**src/rtl/core/frame_deframer_crc32_check_macros.svh**
```systemverilog
// Assertion macros used by the frame deframer top level.
`ifndef FRAME_DEFRAMER_CRC32_CHECK_MACROS_SVH
`define FRAME_DEFRAMER_CRC32_CHECK_MACROS_SVH

// Checks a property on every clock edge outside reset.
`define FDC_ASSERT(lbl, prop, msg) \
  lbl: assert property (@(posedge clk_i) disable iff (!rst_ni) (prop)) else $error(msg);

// Checks that a condition is followed by a consequence on the next clock edge.
`define FDC_ASSERT_NEXT(lbl, ante, cons, msg) \
  lbl: assert property (@(posedge clk_i) disable iff (!rst_ni) (ante) |=> (cons)) \
    else $error(msg);

`endif

```
**src/rtl/core/fdc_pkg.sv**
```systemverilog
// Types, constants and CRC functions of the frame deframer.
package fdc_pkg;

  localparam logic [7:0]  SYNC0       = 8'hE0;
  localparam logic [7:0]  SYNC1       = 8'h55;
  localparam logic [7:0]  SYNC2       = 8'hAA;
  localparam logic [31:0] CRC_POLY    = 32'h04C11DB7;
  localparam logic [31:0] CRC_INIT    = 32'hFFFFFFFF;
  localparam logic [7:0]  MAX_LEN_RST = 8'd127;
  localparam int unsigned OUT_DATA_W  = 24;

  typedef enum logic [2:0] {
    PH_HUNT = 3'd0,
    PH_GOT0 = 3'd1,
    PH_GOT1 = 3'd2,
    PH_LEN  = 3'd3,
    PH_DATA = 3'd4,
    PH_CRC  = 3'd5
  } phase_e;

  typedef struct packed {
    logic       kind;
    logic [7:0] payload;
    logic       good;
    logic [7:0] length;
    logic       last;
  } result_t;

  // Eight MSB-first shift steps of the CRC register.
  function automatic logic [31:0] crc_shift8(input logic [31:0] crc);
    logic [31:0] c;
    c = crc;
    for (int k = 0; k < 8; k++) begin
      c = c[31] ? ((c << 1) ^ CRC_POLY) : (c << 1);
    end
    return c;
  endfunction

  // Folds one zero-extended byte into the CRC as a full 32-bit word.
  function automatic logic [31:0] crc_word(input logic [31:0] crc, input logic [7:0] b);
    logic [31:0] c;
    c = crc ^ {24'd0, b};
    c = crc_shift8(c);
    c = crc_shift8(c);
    c = crc_shift8(c);
    c = crc_shift8(c);
    return c;
  endfunction

  localparam logic [31:0] CRC_START = crc_word(CRC_INIT, SYNC0);

endpackage

```
**src/rtl/core/frame_deframer_crc32_check.sv**
```systemverilog
// Top level of the frame deframer with CRC-32 check.
// The block takes one received byte per transaction and hunts for frames of the form
// E0 55 AA, a length byte, that many payload bytes and a big-endian CRC-32
// (polynomial 04C11DB7, initial value all ones, each byte folded in as a zero-extended
// 32-bit word). Every payload byte leaves as a result of kind 0; the fourth CRC byte
// produces one status result of kind 1 with tlast set, the good flag and the length.
// Lengths above the configured maximum drop the frame silently. One byte is taken in every
// cycle: the frame state and CRC register update in the cycle the byte is accepted, and
// the result lands in an output register, so s_axis_tready falls only while that
// register holds a result that the sink does not take.
module frame_deframer_crc32_check (
  input  logic        clk_i,
  input  logic        rst_ni,
  input  logic        cfg_valid_i,
  output logic        cfg_ready_o,
  input  logic [7:0]  cfg_data_i,
  input  logic        s_axis_tvalid,
  output logic        s_axis_tready,
  // Fields from bit 0 up: rx_byte.
  input  logic [7:0]  s_axis_tdata,
  output logic        m_axis_tvalid,
  input  logic        m_axis_tready,
  // Fields from bit 0 up: payload_byte[7:0], frame_good[8], frame_length[16:9], zero fill.
  output logic [fdc_pkg::OUT_DATA_W-1:0] m_axis_tdata,
  // Fields from bit 0 up: result_kind.
  output logic        m_axis_tuser,
  output logic        m_axis_tlast
);
  import fdc_pkg::*;
  `include "frame_deframer_crc32_check_macros.svh"

  phase_e      phase_q, phase_d;
  logic [7:0]  max_len_q;
  logic [7:0]  len_q, len_d;
  logic [7:0]  rem_q, rem_d;
  logic [31:0] crc_q, crc_d;
  logic [31:0] rx_q, rx_d;
  logic [1:0]  idx_q, idx_d;
  logic [31:0] crc_next;
  logic [31:0] rx_shift;
  logic [7:0]  b;
  logic        in_fire;
  logic        res_valid;
  logic        res_ready;
  result_t     res;

  assign cfg_ready_o   = 1'b1;
  assign s_axis_tready = res_ready;
  assign in_fire       = s_axis_tvalid && res_ready;
  assign b             = s_axis_tdata;
  assign crc_next      = crc_word(crc_q, b);
  assign rx_shift      = {rx_q[23:0], b};

  always_comb begin
    phase_d   = phase_q;
    len_d     = len_q;
    rem_d     = rem_q;
    crc_d     = crc_q;
    rx_d      = rx_q;
    idx_d     = idx_q;
    res_valid = 1'b0;
    res       = '0;
    if (in_fire) begin
      case (phase_q)
        PH_GOT0: begin
          if (b == SYNC1) begin
            crc_d   = crc_next;
            phase_d = PH_GOT1;
          end else if (b == SYNC0) begin
            crc_d = CRC_START; rx_d = '0; idx_d = '0; len_d = '0; rem_d = '0;
            phase_d = PH_GOT0;
          end else begin
            phase_d = PH_HUNT;
          end
        end
        PH_GOT1: begin
          if (b == SYNC2) begin
            crc_d   = crc_next;
            phase_d = PH_LEN;
          end else if (b == SYNC0) begin
            crc_d = CRC_START; rx_d = '0; idx_d = '0; len_d = '0; rem_d = '0;
            phase_d = PH_GOT0;
          end else begin
            phase_d = PH_HUNT;
          end
        end
        PH_LEN: begin
          if (b > max_len_q) begin
            if (b == SYNC0) begin
              crc_d = CRC_START; rx_d = '0; idx_d = '0; len_d = '0; rem_d = '0;
              phase_d = PH_GOT0;
            end else begin
              phase_d = PH_HUNT;
            end
          end else begin
            crc_d   = crc_next;
            len_d   = b;
            rem_d   = b;
            idx_d   = '0;
            rx_d    = '0;
            phase_d = (b == 8'd0) ? PH_CRC : PH_DATA;
          end
        end
        PH_DATA: begin
          crc_d = crc_next;
          rem_d = rem_q - 8'd1;
          if (rem_q == 8'd1) begin
            phase_d = PH_CRC;
          end
          res_valid   = 1'b1;
          res.payload = b;
        end
        PH_CRC: begin
          rx_d = rx_shift;
          if (idx_q != 2'd3) begin
            idx_d = idx_q + 2'd1;
          end else begin
            idx_d      = '0;
            phase_d    = PH_HUNT;
            res_valid  = 1'b1;
            res.kind   = 1'b1;
            res.good   = (rx_shift == crc_q);
            res.length = len_q;
            res.last   = 1'b1;
          end
        end
        default: begin
          if (b == SYNC0) begin
            crc_d = CRC_START; rx_d = '0; idx_d = '0; len_d = '0; rem_d = '0;
            phase_d = PH_GOT0;
          end else begin
            phase_d = PH_HUNT;
          end
        end
      endcase
    end
  end

  always_ff @(posedge clk_i or negedge rst_ni) begin
    if (!rst_ni) begin
      phase_q   <= PH_HUNT;
      max_len_q <= MAX_LEN_RST;
      len_q     <= '0;
      rem_q     <= '0;
      crc_q     <= CRC_INIT;
      rx_q      <= '0;
      idx_q     <= '0;
    end else begin
      phase_q <= phase_d;
      len_q   <= len_d;
      rem_q   <= rem_d;
      crc_q   <= crc_d;
      rx_q    <= rx_d;
      idx_q   <= idx_d;
      if (cfg_valid_i && cfg_ready_o) begin
        max_len_q <= cfg_data_i;
      end
    end
  end

  fdc_out_reg u_out_reg (
    .clk_i         (clk_i),
    .rst_ni        (rst_ni),
    .res_valid_i   (res_valid),
    .res_ready_o   (res_ready),
    .res_i         (res),
    .m_axis_tvalid (m_axis_tvalid),
    .m_axis_tready (m_axis_tready),
    .m_axis_tdata  (m_axis_tdata),
    .m_axis_tuser  (m_axis_tuser),
    .m_axis_tlast  (m_axis_tlast)
  );

  `FDC_ASSERT(a_last_is_status, m_axis_tvalid |-> (m_axis_tlast == m_axis_tuser), "tlast must mark status results only")
  `FDC_ASSERT(a_payload_clean, (m_axis_tvalid && !m_axis_tuser) |-> (m_axis_tdata[23:8] == 16'd0), "Payload result carries status bits.")
  `FDC_ASSERT(a_data_has_bytes, (phase_q == PH_DATA) |-> (rem_q != 8'd0), "Payload phase with no bytes remaining.")
  `FDC_ASSERT(a_idx_in_crc, (idx_q != 2'd0) |-> (phase_q == PH_CRC), "CRC byte index set outside the CRC phase.")
  `FDC_ASSERT_NEXT(a_status_out, in_fire && (phase_q == PH_CRC) && (idx_q == 2'd3), m_axis_tvalid && m_axis_tuser, "Last CRC byte did not produce a status result.")

endmodule

```
**src/rtl/core/fdc_out_reg.sv**
```systemverilog
// Result register that drives the master stream of the frame deframer.
module fdc_out_reg (
  input  logic                   clk_i,
  input  logic                   rst_ni,
  input  logic                   res_valid_i,
  output logic                   res_ready_o,
  input  fdc_pkg::result_t       res_i,
  output logic                   m_axis_tvalid,
  input  logic                   m_axis_tready,
  // Fields from bit 0 up: payload_byte[7:0], frame_good[8], frame_length[16:9], zero fill.
  output logic [fdc_pkg::OUT_DATA_W-1:0] m_axis_tdata,
  // Fields from bit 0 up: result_kind.
  output logic                   m_axis_tuser,
  output logic                   m_axis_tlast
);
  import fdc_pkg::*;

  logic    valid_q, valid_d;
  result_t res_q;
  logic    load;

  assign res_ready_o = !valid_q || m_axis_tready;
  assign load        = res_valid_i && res_ready_o;

  always_comb begin
    valid_d = valid_q;
    if (load) begin
      valid_d = 1'b1;
    end else if (m_axis_tready) begin
      valid_d = 1'b0;
    end
  end

  always_ff @(posedge clk_i or negedge rst_ni) begin
    if (!rst_ni) begin
      valid_q <= 1'b0;
    end else begin
      valid_q <= valid_d;
    end
  end

  always_ff @(posedge clk_i) begin
    if (load) begin
      res_q <= res_i;
    end
  end

  assign m_axis_tvalid = valid_q;
  assign m_axis_tdata  = {7'd0, res_q.length, res_q.good, res_q.payload};
  assign m_axis_tuser  = res_q.kind;
  assign m_axis_tlast  = res_q.last;

endmodule

```
**config.mk**
```make
export PLATFORM = sky130hd
export DESIGN_NAME = frame_deframer_crc32_check
export DESIGN_NICKNAME = d
export VERILOG_FILES = /design/src/rtl/core/fdc_pkg.sv /design/src/rtl/core/frame_deframer_crc32_check.sv /design/src/rtl/core/fdc_out_reg.sv
export VERILOG_INCLUDE_DIRS = /design/src /design/src/rtl/core
export SDC_FILE = /design/constraint.sdc
export NUM_CORES = 1
export LEC_CHECK = 0
export ABC_CLOCK_PERIOD_IN_PS = 3600
export BUFFER_PORTS_ARGS = -buffer_cell sky130_fd_sc_hd__buf_2
export CAP_MARGIN = 20
export CORE_MARGIN = 5
export CORE_UTILIZATION = 56
export DETAILED_ROUTE_END_ITERATION = 6
export GPL_TIMING_DRIVEN = 0
export PLACE_DENSITY_LB_ADDON = 0.08
export SYNTH_ARGS = -nofsm -noshare
export SYNTH_HDL_FRONTEND = slang
export SYNTH_SLANG_ARGS = --single-unit
```
**constraint.sdc**
```tcl
create_clock -name clk_i -period 3.6 [get_ports clk_i]
set_clock_uncertainty 0.2 [all_clocks]
set_input_delay 0.18 -clock clk_i [delete_from_list [all_inputs] [get_ports clk_i]]
set_output_delay 0.18 -clock clk_i [all_outputs]
set_load 0.02 [all_outputs]
```
## After elaboration in Yosys (flattened, before gate mapping)

Cells that the tools add are included.

| cells by class | value |
|---|---|
| $add $sub $neg | 2 |
| magnitude comparators | 1 |
| equality and inequality tests | 15 |
| mux-type cells | 72 |
| bitwise logic cells | 37 |
| reductions and logical operators | 15 |

Operators with widths:

| cell | number |
|---|---|
| $mux W27 | 32 |
| $not A14 Y14 | 32 |
| $pmux W32 S5 | 2 |
| $mux W32 | 8 |
| $mux W8 | 8 |
| $pmux W8 S5 | 1 |
| $eq A32 B32 Y1 | 1 |
| $pmux W8 S4 | 1 |
| $xor A32 B8 Y32 | 1 |
| $eq A8 B8 Y1 const B | 2 |
| $pmux W3 S5 | 1 |
| $mux W2 | 7 |
| $reduce_and A4 Y1 | 3 |
| $ne A2 B2 Y1 const B | 5 |
| $pmux W2 S5 | 1 |
| $mux W3 | 3 |
| $eq A8 B1 Y1 const B | 1 |
| $eq A8 B7 Y1 const B | 1 |
| $gt A8 B8 Y1 | 1 |
| $logic_not A8 Y1 | 1 |
| $sub A8 B1 Y8 const B | 1 |
| $mux W1 | 7 |
| $eq A3 B2 Y1 const B | 2 |
| $eq A3 B3 Y1 const B | 2 |
| 12 further kinds | 18 |

| storage, ports and cells | value |
|---|---|
| register bits | 113 |
| input bits | 21 |
| logic and storage cells | 155 |

## Depth between registers and ports, before layout

Gate-level depths: netlist (run 1).

| logic depth | value |
|---|---|
| depth after elaboration | 67 |
| gate-level depth with buffers | 13 |
| mapped depth without buffers | 11 |

## By module

From an unflattened synthesis (run 1), not the netlist that was laid out.

| second synthesis, totals | value |
|---|---|
| cells, all modules | 692 |
| area total of the unflattened synthesis | 7577.3 sq um |

Modules (own cells, without submodules):

| module | times used | cells an instance | area an instance (sq um) | sequential area each (sq um) |
|---|---|---|---|---|
| frame_deframer_crc32_check | 1 | 661 | 6896.6 | 2175.8 |
| fdc_out_reg | 1 | 31 | 680.7 | 595.6 |

## Worst setup path after synthesis (run 1)

OpenSTA, ideal clock, no wires.

| timing | value |
|---|---|
| path kind | register -> register |
| from | register crc_q[28] |
| to | register crc_q[12] |
| data arrival time | 3.358 ns |
| data required time | 3.327 ns |
| setup slack | -0.031 ns |
| cell stages (with the launch flop) | 10 |
| path buffers | 1 |
| clock period less this slack | 3.631 ns |
| cells stage by stage | dfstp_2 > buf_6 > xnor3_2 > xor2_4 > xnor3_2 > xor2_4 > xnor2_2 > xnor2_4 > xnor3_1 > a21oi_1 |

| between the ends | value |
|---|---|
| cells in the longest elaborated chain, start to end | 39 |
| elaborated cells between the ends (all ways) | 61 |
| those cells by class | mux: 33; bitwise: 28 |

RTL lines:

| item | RTL line | RTL |
|---|---|---|
| from (decl) | frame_deframer_crc32_check.sv:36 | `logic [31:0] crc_q, crc_d;` |
| from (signal assigned) | frame_deframer_crc32_check.sv:152 | `crc_q <= crc_d;` |
| $xor A32 B8 Y32 * | fdc_pkg.sv:42 | `c = crc ^ {24'd0, b};` |
| $mux W27 * | fdc_pkg.sv:34 | `c = c[31] ? ((c << 1) ^ CRC_POLY) : (c << 1);` |
| $mux W27 (5 in series) | fdc_pkg.sv:34 |  |
| $not A14 Y14 (no source line) | n/a |  |
| $mux W27 | fdc_pkg.sv:34 |  |
| $not A14 Y14 (no source line) | n/a |  |
| $mux W27 (3 in series) | fdc_pkg.sv:34 |  |
| $not A14 Y14 (no source line) | n/a |  |
| [17 not listed] | n/a |  |
| $not A14 Y14 (no source line) | n/a |  |
| $mux W27 | fdc_pkg.sv:34 |  |
| $not A14 Y14 (no source line) | n/a |  |
| $mux W27 | fdc_pkg.sv:34 |  |
| $not A14 Y14 (no source line) | n/a |  |
| $mux W27 * | fdc_pkg.sv:34 |  |
| $mux W32 (on tied branches) | frame_deframer_crc32_check.sv:88, frame_deframer_crc32_check.sv:66, frame_deframer_crc32_check.sv:77 |  |
| $pmux W32 S5 * | frame_deframer_crc32_check.sv:64 | `case (phase_q)` |

Every way passes the cells marked *; elsewhere a longest branch is shown, timed or not.
A chain may end at the register's enable or synchronous reset.

## Final worst setup path (run 1)

| timing | value |
|---|---|
| from | register crc_q[22] |
| to | register crc_q[19] |

| between the ends | value |
|---|---|
| cells in the longest elaborated chain, start to end | 34 |
| elaborated cells between the ends (all ways) | 43 |
| those cells by class | mux: 30; bitwise: 13 |

RTL lines:

| item | RTL line |
|---|---|
| $xor A32 B8 Y32 * | fdc_pkg.sv:42 |
| $not A14 Y14 (no source line) | n/a |
| $mux W27 * (3 in series) | fdc_pkg.sv:34 |
| $not A14 Y14 (no source line) | n/a |
| $mux W27 * (2 in series) | fdc_pkg.sv:34 |
| $not A14 Y14 (no source line) | n/a |
| $mux W27 (3 in series) | fdc_pkg.sv:34 |
| $not A14 Y14 (no source line) | n/a |
| [7 not listed] | n/a |
| $not A14 Y14 (no source line) | n/a |
| $mux W27 | fdc_pkg.sv:34 |
| $not A14 Y14 (no source line) | n/a |
| $mux W27 (4 in series) | fdc_pkg.sv:34 |
| $not A14 Y14 (no source line) | n/a |
| $mux W27 * (4 in series) | fdc_pkg.sv:34 |
| $mux W32 (on tied branches) | frame_deframer_crc32_check.sv:88, frame_deframer_crc32_check.sv:66, frame_deframer_crc32_check.sv:77 |
| $pmux W32 S5 * | frame_deframer_crc32_check.sv:64 |

Marked as above.

==> summary.txt, run 1 <==
Status
  – Status: finished clean

Synth
  – Post-synth EDFFs: 18
  – Post-synthesis register bit count: 104
  – Multiplexer share of the synthesized area: 0.145%
  – Ys async rst share: 82.7%
  – Post-Synth Adder-Cell Area: 1.93%
  – Post-synthesis compound-gate area fraction: 11.8%
  – Yosys cell types: 54
  – Main combinational cell family by area after synthesis: XOR/XNOR gates
  – Synth Area in Simple Gates: 7.89%
  – Syn Inst Count: 708
  – Warnings, synthesis: 0
  – Most used flip-flop cell after synthesis: dfrtp_1
  – Synth Area in XOR/XNOR: 38.5%
  – Mean Syn Cell Area: 11.0 sq um
  – Seq/Total Area, Yosys: 35.2%
  – Synth Cell Area: 0.00779 sq mm

STA
  – Slew Limit Fails: 0
  – RSZ-0062 raised after global routing: yes
  – Max Clk Rate: 281 MHz
  – Crit path time final: 3.55 ns
  – Max_slew headroom: 53.9%
  – Period utilization: 98.7%
  – Final setup fails: 0
  – Worst-margin pin slew: 0.691 ns
  – Hold slack: 0.0639 ns
  – Final hold violation count: 0

Setup path
  – Arrival @ worst endpoint: 3.64 ns
  – Critical Path RT: 3.68 ns
  – Reg2Reg Depth: 12
  – Crit-path max FO: 4
  – Critical path startpoint category: register
  – CP endpoint kind: register
  – Crit path kind: reg -> reg

Route
  – Wirelength per Cell: 21.2 um
  – Total Routed Length: 21500 um
  – Via density: 5.71
  – Via count: 5797
  – Initial DRC count: 551
  – Post-detailed-route count of antenna-violating nets: 0
  – Remaining DRCs: 0
  – DRT Pass-1 Iters: 5

Finish
  – ANT cells: 0
  – P&R area growth vs syn: 22.0%
  – Commonest non-fill, non-tap cell in the layout: xnor2_1
  – Share of post-route cells with drive strength above 1: 28.6%
  – Non-Filler Instances: 1015
  – Nets: 863
  – Most frequent cells in the layout: 128 x xnor2_1, 68 x xor2_1, 63 x buf_4
  – Number of fill cells: 1048

Power
  – Clock power frac: 15.5%
  – Pleak: 4.05 nW
  – P_sw: 2.50 mW
  – Logic gate share of total power: 64.2%
  – VDD IR max: 0.000767 V
  – Cell internal pwr: 3.81 mW
  – Net Sw Frac: 39.6%
  – Power per cell area: 664 mW/mm^2
  – Seq pwr share: 20.3%

Floorplanning
  – Die X: 128 um
  – Rows: 43
  – Io pins: 50
  – Die area: 0.0164 sq mm
  – Starting density of the core: 56.6%
  – Die height: 128 um
  – Core ar.: 0.0138 sq mm

Flow run
  – Total of max-cap violations: 0

Placement
  – Dpl cells: 935
  – HPWL after DPL: 15100 um
  – IO Port Bufs: 40
  – Final estimated routing congestion in global placement: 0.955

Global route
  – Largest net degree at the start of global routing: 64
  – Vias in the first global route: 5800
  – Initial antenna violation count: 0
  – First-pass GRT wire length: 33600 um
  – Gr ovfl total: 0
  – Gr usage total: 27.0%

CTS
  – CTS buffer count: 9
  – Clock transition at path regs: 0.08 ns
  – CTS root buf: clkbuf_16
  – Clock sinks: 104
  – TritonCTS clock tree: yes
  – Max clock buf depth: 2
  – Clock Latency Late Sink: 0.36 ns
  – Number of H-tree levels: 3

Worst hold path
  – Hold/Removal Path Class: in -> async
registers in the layout (all words and copies together) (netlist names):
name,flops
crc_q,32
rx_q,24
u_out_reg.m_axis_tdata,17
len_q,8
max_len_q,8
rem_q,8
phase_q,3
idx_q,2
u_out_reg.m_axis_tuser,1
u_out_reg.m_axis_tvalid,1
stage by stage:
step / setup WS [ns] / power [mW] / utilization (%) / cell area (sq um) / TNS (ns)
2_1_floorplan: 0.0219 / 3.97 / - / 7830 / 0
3_3_place_gp: -0.503 / 4.56 / 59.9 / 8250 / -18.05
3_5_place_dp: -0.513 / 4.59 / 60.1 / 8280 / -17.97
4_1_cts: -0.0700 / 5.94 / 66.4 / 9150 / -0.0700
5_1_grt: -0.0364 / 6.55 / 69.0 / 9500 / -0.208
6_report: 0.0464 / 6.31 / 69.0 / 9500 / 0
routing by layer:
layer,vias up,part of all wire (%),GRT usage (%)
li1,2641,-,-
met4,0,1.8,6.30
met1,2923,45,39.5
met5,-,0,0
met2,201,47,41.8
met3,32,6.3,5.33
worst max-delay path, stage by stage, from the launching register on:
cell and delay, ns:
dfstp_4 0.67, buf_4 0.16, xnor3_1 0.38, xor2_4 0.21, xnor2_4 0.34, buf_12 0.16, xnor2_4 0.14, buf_4 0.20
xor2_4 0.27, buf_4 0.19, xnor2_1 0.18, xnor2_1 0.15, a21oi_1 0.20
kinds of logic (layout without fill, tap and decap cells):
logic type                 Yosys count  count (layout)
and+or+nand+nor                    126             126
AOI/OAI and AO/OA                  131             131
muxes                                1               1
buffers and inverters               66             187
other                                2               8
adders and majority gates           12              12
xor gates and xnor gates           266             266
DFF                                104             104
layout make-up:
| cell class | instances | area, sq um | area share, % |
|---|---|---|---|
| Buffer | 46 | 285 | 3.00 |
| Clock buffer | 9 | 225 | 2.37 |
| Clock inverter | 7 | 62.6 | 0.658 |
| Inverter | 14 | 52.6 | 0.553 |
| Multi-Input combinational cell | 544 | 5070 | 53.4 |
| Sequential cell | 104 | 2750 | 28.9 |
| Tap cell | 180 | 225 | 2.37 |
| Timing Repair Buffer | 111 | 828 | 8.72 |
cells in the mapped netlist (all sizes together) (2+ instances only):
cell    instances  area [sq um]
o31ai           3          22.5
nor4           13          81.3
xor2           83           847
nand2          32           120
xor3            3          71.3
nor3            7          35.0
dfstp          39          1020
a21oi          27           135
a22o           51           447
nor2b           5          31.3
xnor3          22           499
and3           11          68.8
a31oi           2          12.5
a311oi          2          17.5
a22oi           4          30.0
conb            2          7.51
edfxtp         18           541
nand3           6          30.0
xnor2         158          1580
o21a            5          37.5
buf            26           194
clkbuf         26          97.6
inv            14          52.6
ha             12           150
dfrtp          47          1180
nand4           5          31.3
nor2           34           128
and2            8          50.1
o21ai          27           135
repair_timing:
item	4_1_cts	5_1_grt
setup buffers	25	29
cloned	0	0
gates resized for setup	32	22
pin swaps	14	20
hold buffers	15	0
setup endpoints to repair	43	49
endpoints found under the hold margin	60	0
power groups by stage:
stage               clock network [mW]  registers [mW]  logic [mW]
global placement                     0            1.29        3.26
floorplan                            0            1.28        2.69
CTS                              0.995            1.28        3.67
global route                      1.04            1.28        4.23
finish                           0.977            1.28        4.05
detailed placement                   0            1.30        3.29
worst paths after layout:
kind	start	to	slack, ns
setup / recovery	crc_q[22]	crc_q[19]	0.05
hold / removal	rst_ni	len_q[7]	0.06
setup reg to reg	crc_q[22]	crc_q[19]	0.05
hold reg to reg	len_q[7]	len_q[7]	0.31
max in group asynchronous	rst_ni	crc_q[7]	2.47
min in group clk_i	s_axis_tvalid	crc_q[31]	0.11
Power figures use the tool's default switching activity.
==> run 2, diff against run 1 <==
- ABC_CLOCK_PERIOD_IN_PS: 3600 -> 4300
- CORE_UTILIZATION: 56 -> 65
- clock period: 3.6 -> 4.3 ns (I/O delays scaled with it)
==> run 2 against run 1 <==
Net effect:
- via count decreased by 3.6%
- critical path depth decreased by 2
- critical path type unchanged
- non-clock buffer count decreased by 48
- count of clock-buffer cells in the layout unchanged
- combinational power decreased by 30%
- worst setup slack improved by 0.13 ns
- hold slack improved by 0.090 ns
- largest power group unchanged
- global-route usage increased by 2.2 points
==> summary.txt, run 2 (synthesized netlist as in run 1, its figures left out) <==
Route
  – Post-detailed-route count of antenna-violating nets: 0 (unchanged)
  – Wirelength per Cell: 21.8 um (was 21.2 um)
  – Total Routed Length: 20400 um (was 21500 um)
  – Via count: 5590 (was 5797)
  – Remaining DRCs: 0 (unchanged)
  – DRT Pass-1 Iters: 5 (unchanged)
  – Initial DRC count: 724 (was 551)
  – Via density: 5.99 (was 5.71)

Finish
  – P&R area growth vs syn: 11.3% (was 22.0%)
  – Max FFs per register: 32 (unchanged)
  – Commonest non-fill, non-tap cell in the layout: xnor2_1 (unchanged)
  – Non-Filler Instances: 934 (was 1015)
  – Util after Layout: 73.1% (was 69.0%)
  – Top reg by flops: crc_q (unchanged)
  – ANT cells: 0 (unchanged)
  – Number of fill cells: 875 (was 1048)
  – Share of post-route cells with drive strength above 1: 20.1% (was 28.6%)
  – Nets: 815 (was 863)
  – Most frequent cells in the layout: 139 x xnor2_1, 73 x xor2_1, 51 x a22o_1 (was 128 x xnor2_1, 68 x xor2_1, 63 x buf_4)

STA
  – RSZ-0062 raised after global routing: no (was yes)
  – Final hold violation count: 0 (unchanged)
  – Max_slew headroom: 40.2% (was 53.9%)
  – Setup_tns: 0 ns (unchanged)
  – Final setup fails: 0 (unchanged)
  – Max Clk Rate: 242 MHz (was 281 MHz)
  – Period utilization: 95.9% (was 98.7%)
  – Worst-margin pin slew: 0.891 ns (was 0.691 ns)
  – Crit path time final: 4.12 ns (was 3.55 ns)
  – Slew Limit Fails: 0 (unchanged)

Setup path
  – Most frequent CP cell: xnor3_1 (was buf_4)
  – CP delay by family, top: XOR/XNOR gates (unchanged)
  – Number of buffers and inverters on the critical path: 1 (was 4)
  – R2r setup slk: 0.18 ns (was 0.05 ns)
  – CP endpoint kind: register (unchanged)
  – Critical Path RT: 4.39 ns (was 3.68 ns)
  – Crit path kind: reg -> reg (unchanged)
  – Crit-path max FO: 7 (was 4)
  – Crit-path cells: buf_2, xor2_2, xnor3_1, xnor2_1, xnor3_2, xor2_1, xnor3_1, xor3_1, nor2_1, o22a_1 (was buf_4, xnor3_1, xor2_4, xnor2_4, buf_12, xnor2_4, buf_4, xor2_4, buf_4, xnor2_1, xnor2_1, a21oi_1)
  – Reg2Reg Depth: 10 (was 12)
  – Arrival @ worst endpoint: 4.22 ns (was 3.64 ns)
  – Critical path startpoint category: register (unchanged)
  – Cell with the largest stage delay on the worst path: xnor3_2 (was dfstp_4)
  – CP max stage delay: 0.61 ns (was 0.67 ns)
  – Critical R2R Capture: crc_q[11] (was crc_q[19])
  – Critical R2R Launch: crc_q[22] (unchanged)

Global route
  – Gr ovfl total: 0 (unchanged)
  – Initial antenna violation count: 0 (unchanged)
  – Gr usage total: 29.2% (was 27.0%)
  – Vias in the first global route: 5581 (was 5800)
  – First-pass GRT wire length: 31800 um (was 33600 um)
  – Largest net degree at the start of global routing: 55 (was 64)

Floorplanning
  – Rows: 40 (was 43)
  – Die area: 0.0143 sq mm (was 0.0164 sq mm)
  – Core ar.: 0.0119 sq mm (was 0.0138 sq mm)
  – Die height: 119 um (was 128 um)
  – Die X: 119 um (was 128 um)
  – Io pins: 50 (unchanged)
  – Starting density of the core: 65.7% (was 56.6%)

CTS
  – CTS buffer count: 9 (unchanged)
  – Clock transition at path regs: 0.08 ns (about the same)
  – Clock Latency Late Sink: 0.36 ns (about the same)
  – Post-CTS Setup Repair Bufs: 0 (was 25)
  – Number of H-tree levels: 3 (unchanged)
  – CTS root buf: clkbuf_16 (unchanged)
  – Clock sinks: 104 (unchanged)
  – Max clock buf depth: 2 (unchanged)
  – TritonCTS clock tree: yes (unchanged)

Placement
  – IO Port Bufs: 40 (unchanged)
  – Final estimated routing congestion in global placement: 0.961 (was 0.955)
  – Dpl cells: 902 (was 935)
  – HPWL after DPL: 15100 um (about the same)

Power
  – Tot Pwr: 4.71 mW (was 6.31 mW)
  – Pleak: 3.70 nW (was 4.05 nW)
  – P_sw: 1.94 mW (was 2.50 mW)
  – Cell internal pwr: 2.78 mW (was 3.81 mW)
  – Net Sw Frac: 41.1% (was 39.6%)
  – Logic gate share of total power: 60.1% (was 64.2%)
  – VDD IR max: 0.000730 V (was 0.000767 V)
  – Clock power frac: 17.3% (was 15.5%)
  – Power per cell area: 544 mW/mm^2 (was 664 mW/mm^2)
  – Seq pwr share: 22.6% (was 20.3%)

Flow run
  – Total of max-cap violations: 0 (unchanged)

Worst hold path
  – Hold/Removal Path Class: in -> async (unchanged)

Status
  – Status: finished clean (unchanged)
[run 2: worst register-to-register path, stage by stage (launching register included)]
cell	delay [ns]
dfstp_2	0.51
buf_2	0.26
xor2_2	0.27
xnor3_1	0.53
xnor2_1	0.33
xnor3_2	0.61
xor2_1	0.33
xnor3_1	0.33
xor3_1	0.44
nor2_1	0.05
o22a_1	0.19
[run 2: timing repair]
action,CTS,global route
endpoints found under the setup margin,0,1
hold endpoints to repair,41,0
resized for setup,0,1
hold buffers,15,0
[run 2: cell type report]
type                            instances  area (sq um)  share of cell area (%)
Multi-Input combinational cell        544          4730                    54.5
Sequential cell                       104          2740                    31.6
Timing Repair Buffer                   57           385                    4.44
Buffer                                 52           292                    3.36
Clock buffer                            9           225                    2.60
Tap cell                              147           184                    2.12
Clock inverter                          7          63.8                   0.736
Inverter                               14          52.6                   0.606
[run 2: layer usage]
layer | track usage, % | share of wire (%) | vias up
met1 | 42.8 | 45 | 2798
met4 | 6.23 | 1.0 | 0
met2 | 44.8 | 46 | 230
met3 | 6.65 | 8.2 | 16
met5 | 0 | 0 | -
li1 | - | - | 2546
[run 2: power groups by stage]
stage          Clock [mW]  Combinational [mW]  Sequential [mW]
6_report            0.815                2.83             1.07
2_1_floorplan           0                2.23             1.07
5_1_grt             0.869                2.96             1.07
3_3_place_gp            0                2.72             1.08
3_5_place_dp            0                2.76             1.08
4_1_cts             0.820                2.79             1.07
[run 2: through the flow]
| step | hold WS (ns) | cell area (sq um) | worst slack, ns |
|---|---|---|---|
| after floorplan | -0.281 | 7810 | 0.669 |
| after global placement | 0.225 | 8200 | 0.204 |
| after detailed placement | -0.00506 | 8230 | 0.164 |
| after CTS | 0.163 | 8670 | 0.146 |
| after global routing | 0.187 | 8670 | 0.0470 |
| final | 0.154 | 8670 | 0.176 |
[run 2: how the worst max path moves through the flow]
stage / slack, ns / depth (start not counted) / start / endpoint
after floorplan: 0.67 / 9 / crc_q[28] / crc_q[12]
after global placement: 0.20 / 10 / crc_q[22] / crc_q[11]
after detailed placement: 0.16 / 10 / crc_q[22] / crc_q[11]
after CTS: 0.15 / 10 / crc_q[22] / crc_q[11]
after global routing: 0.05 / 10 / crc_q[22] / crc_q[11]
final: 0.18 / 10 / crc_q[22] / crc_q[11]
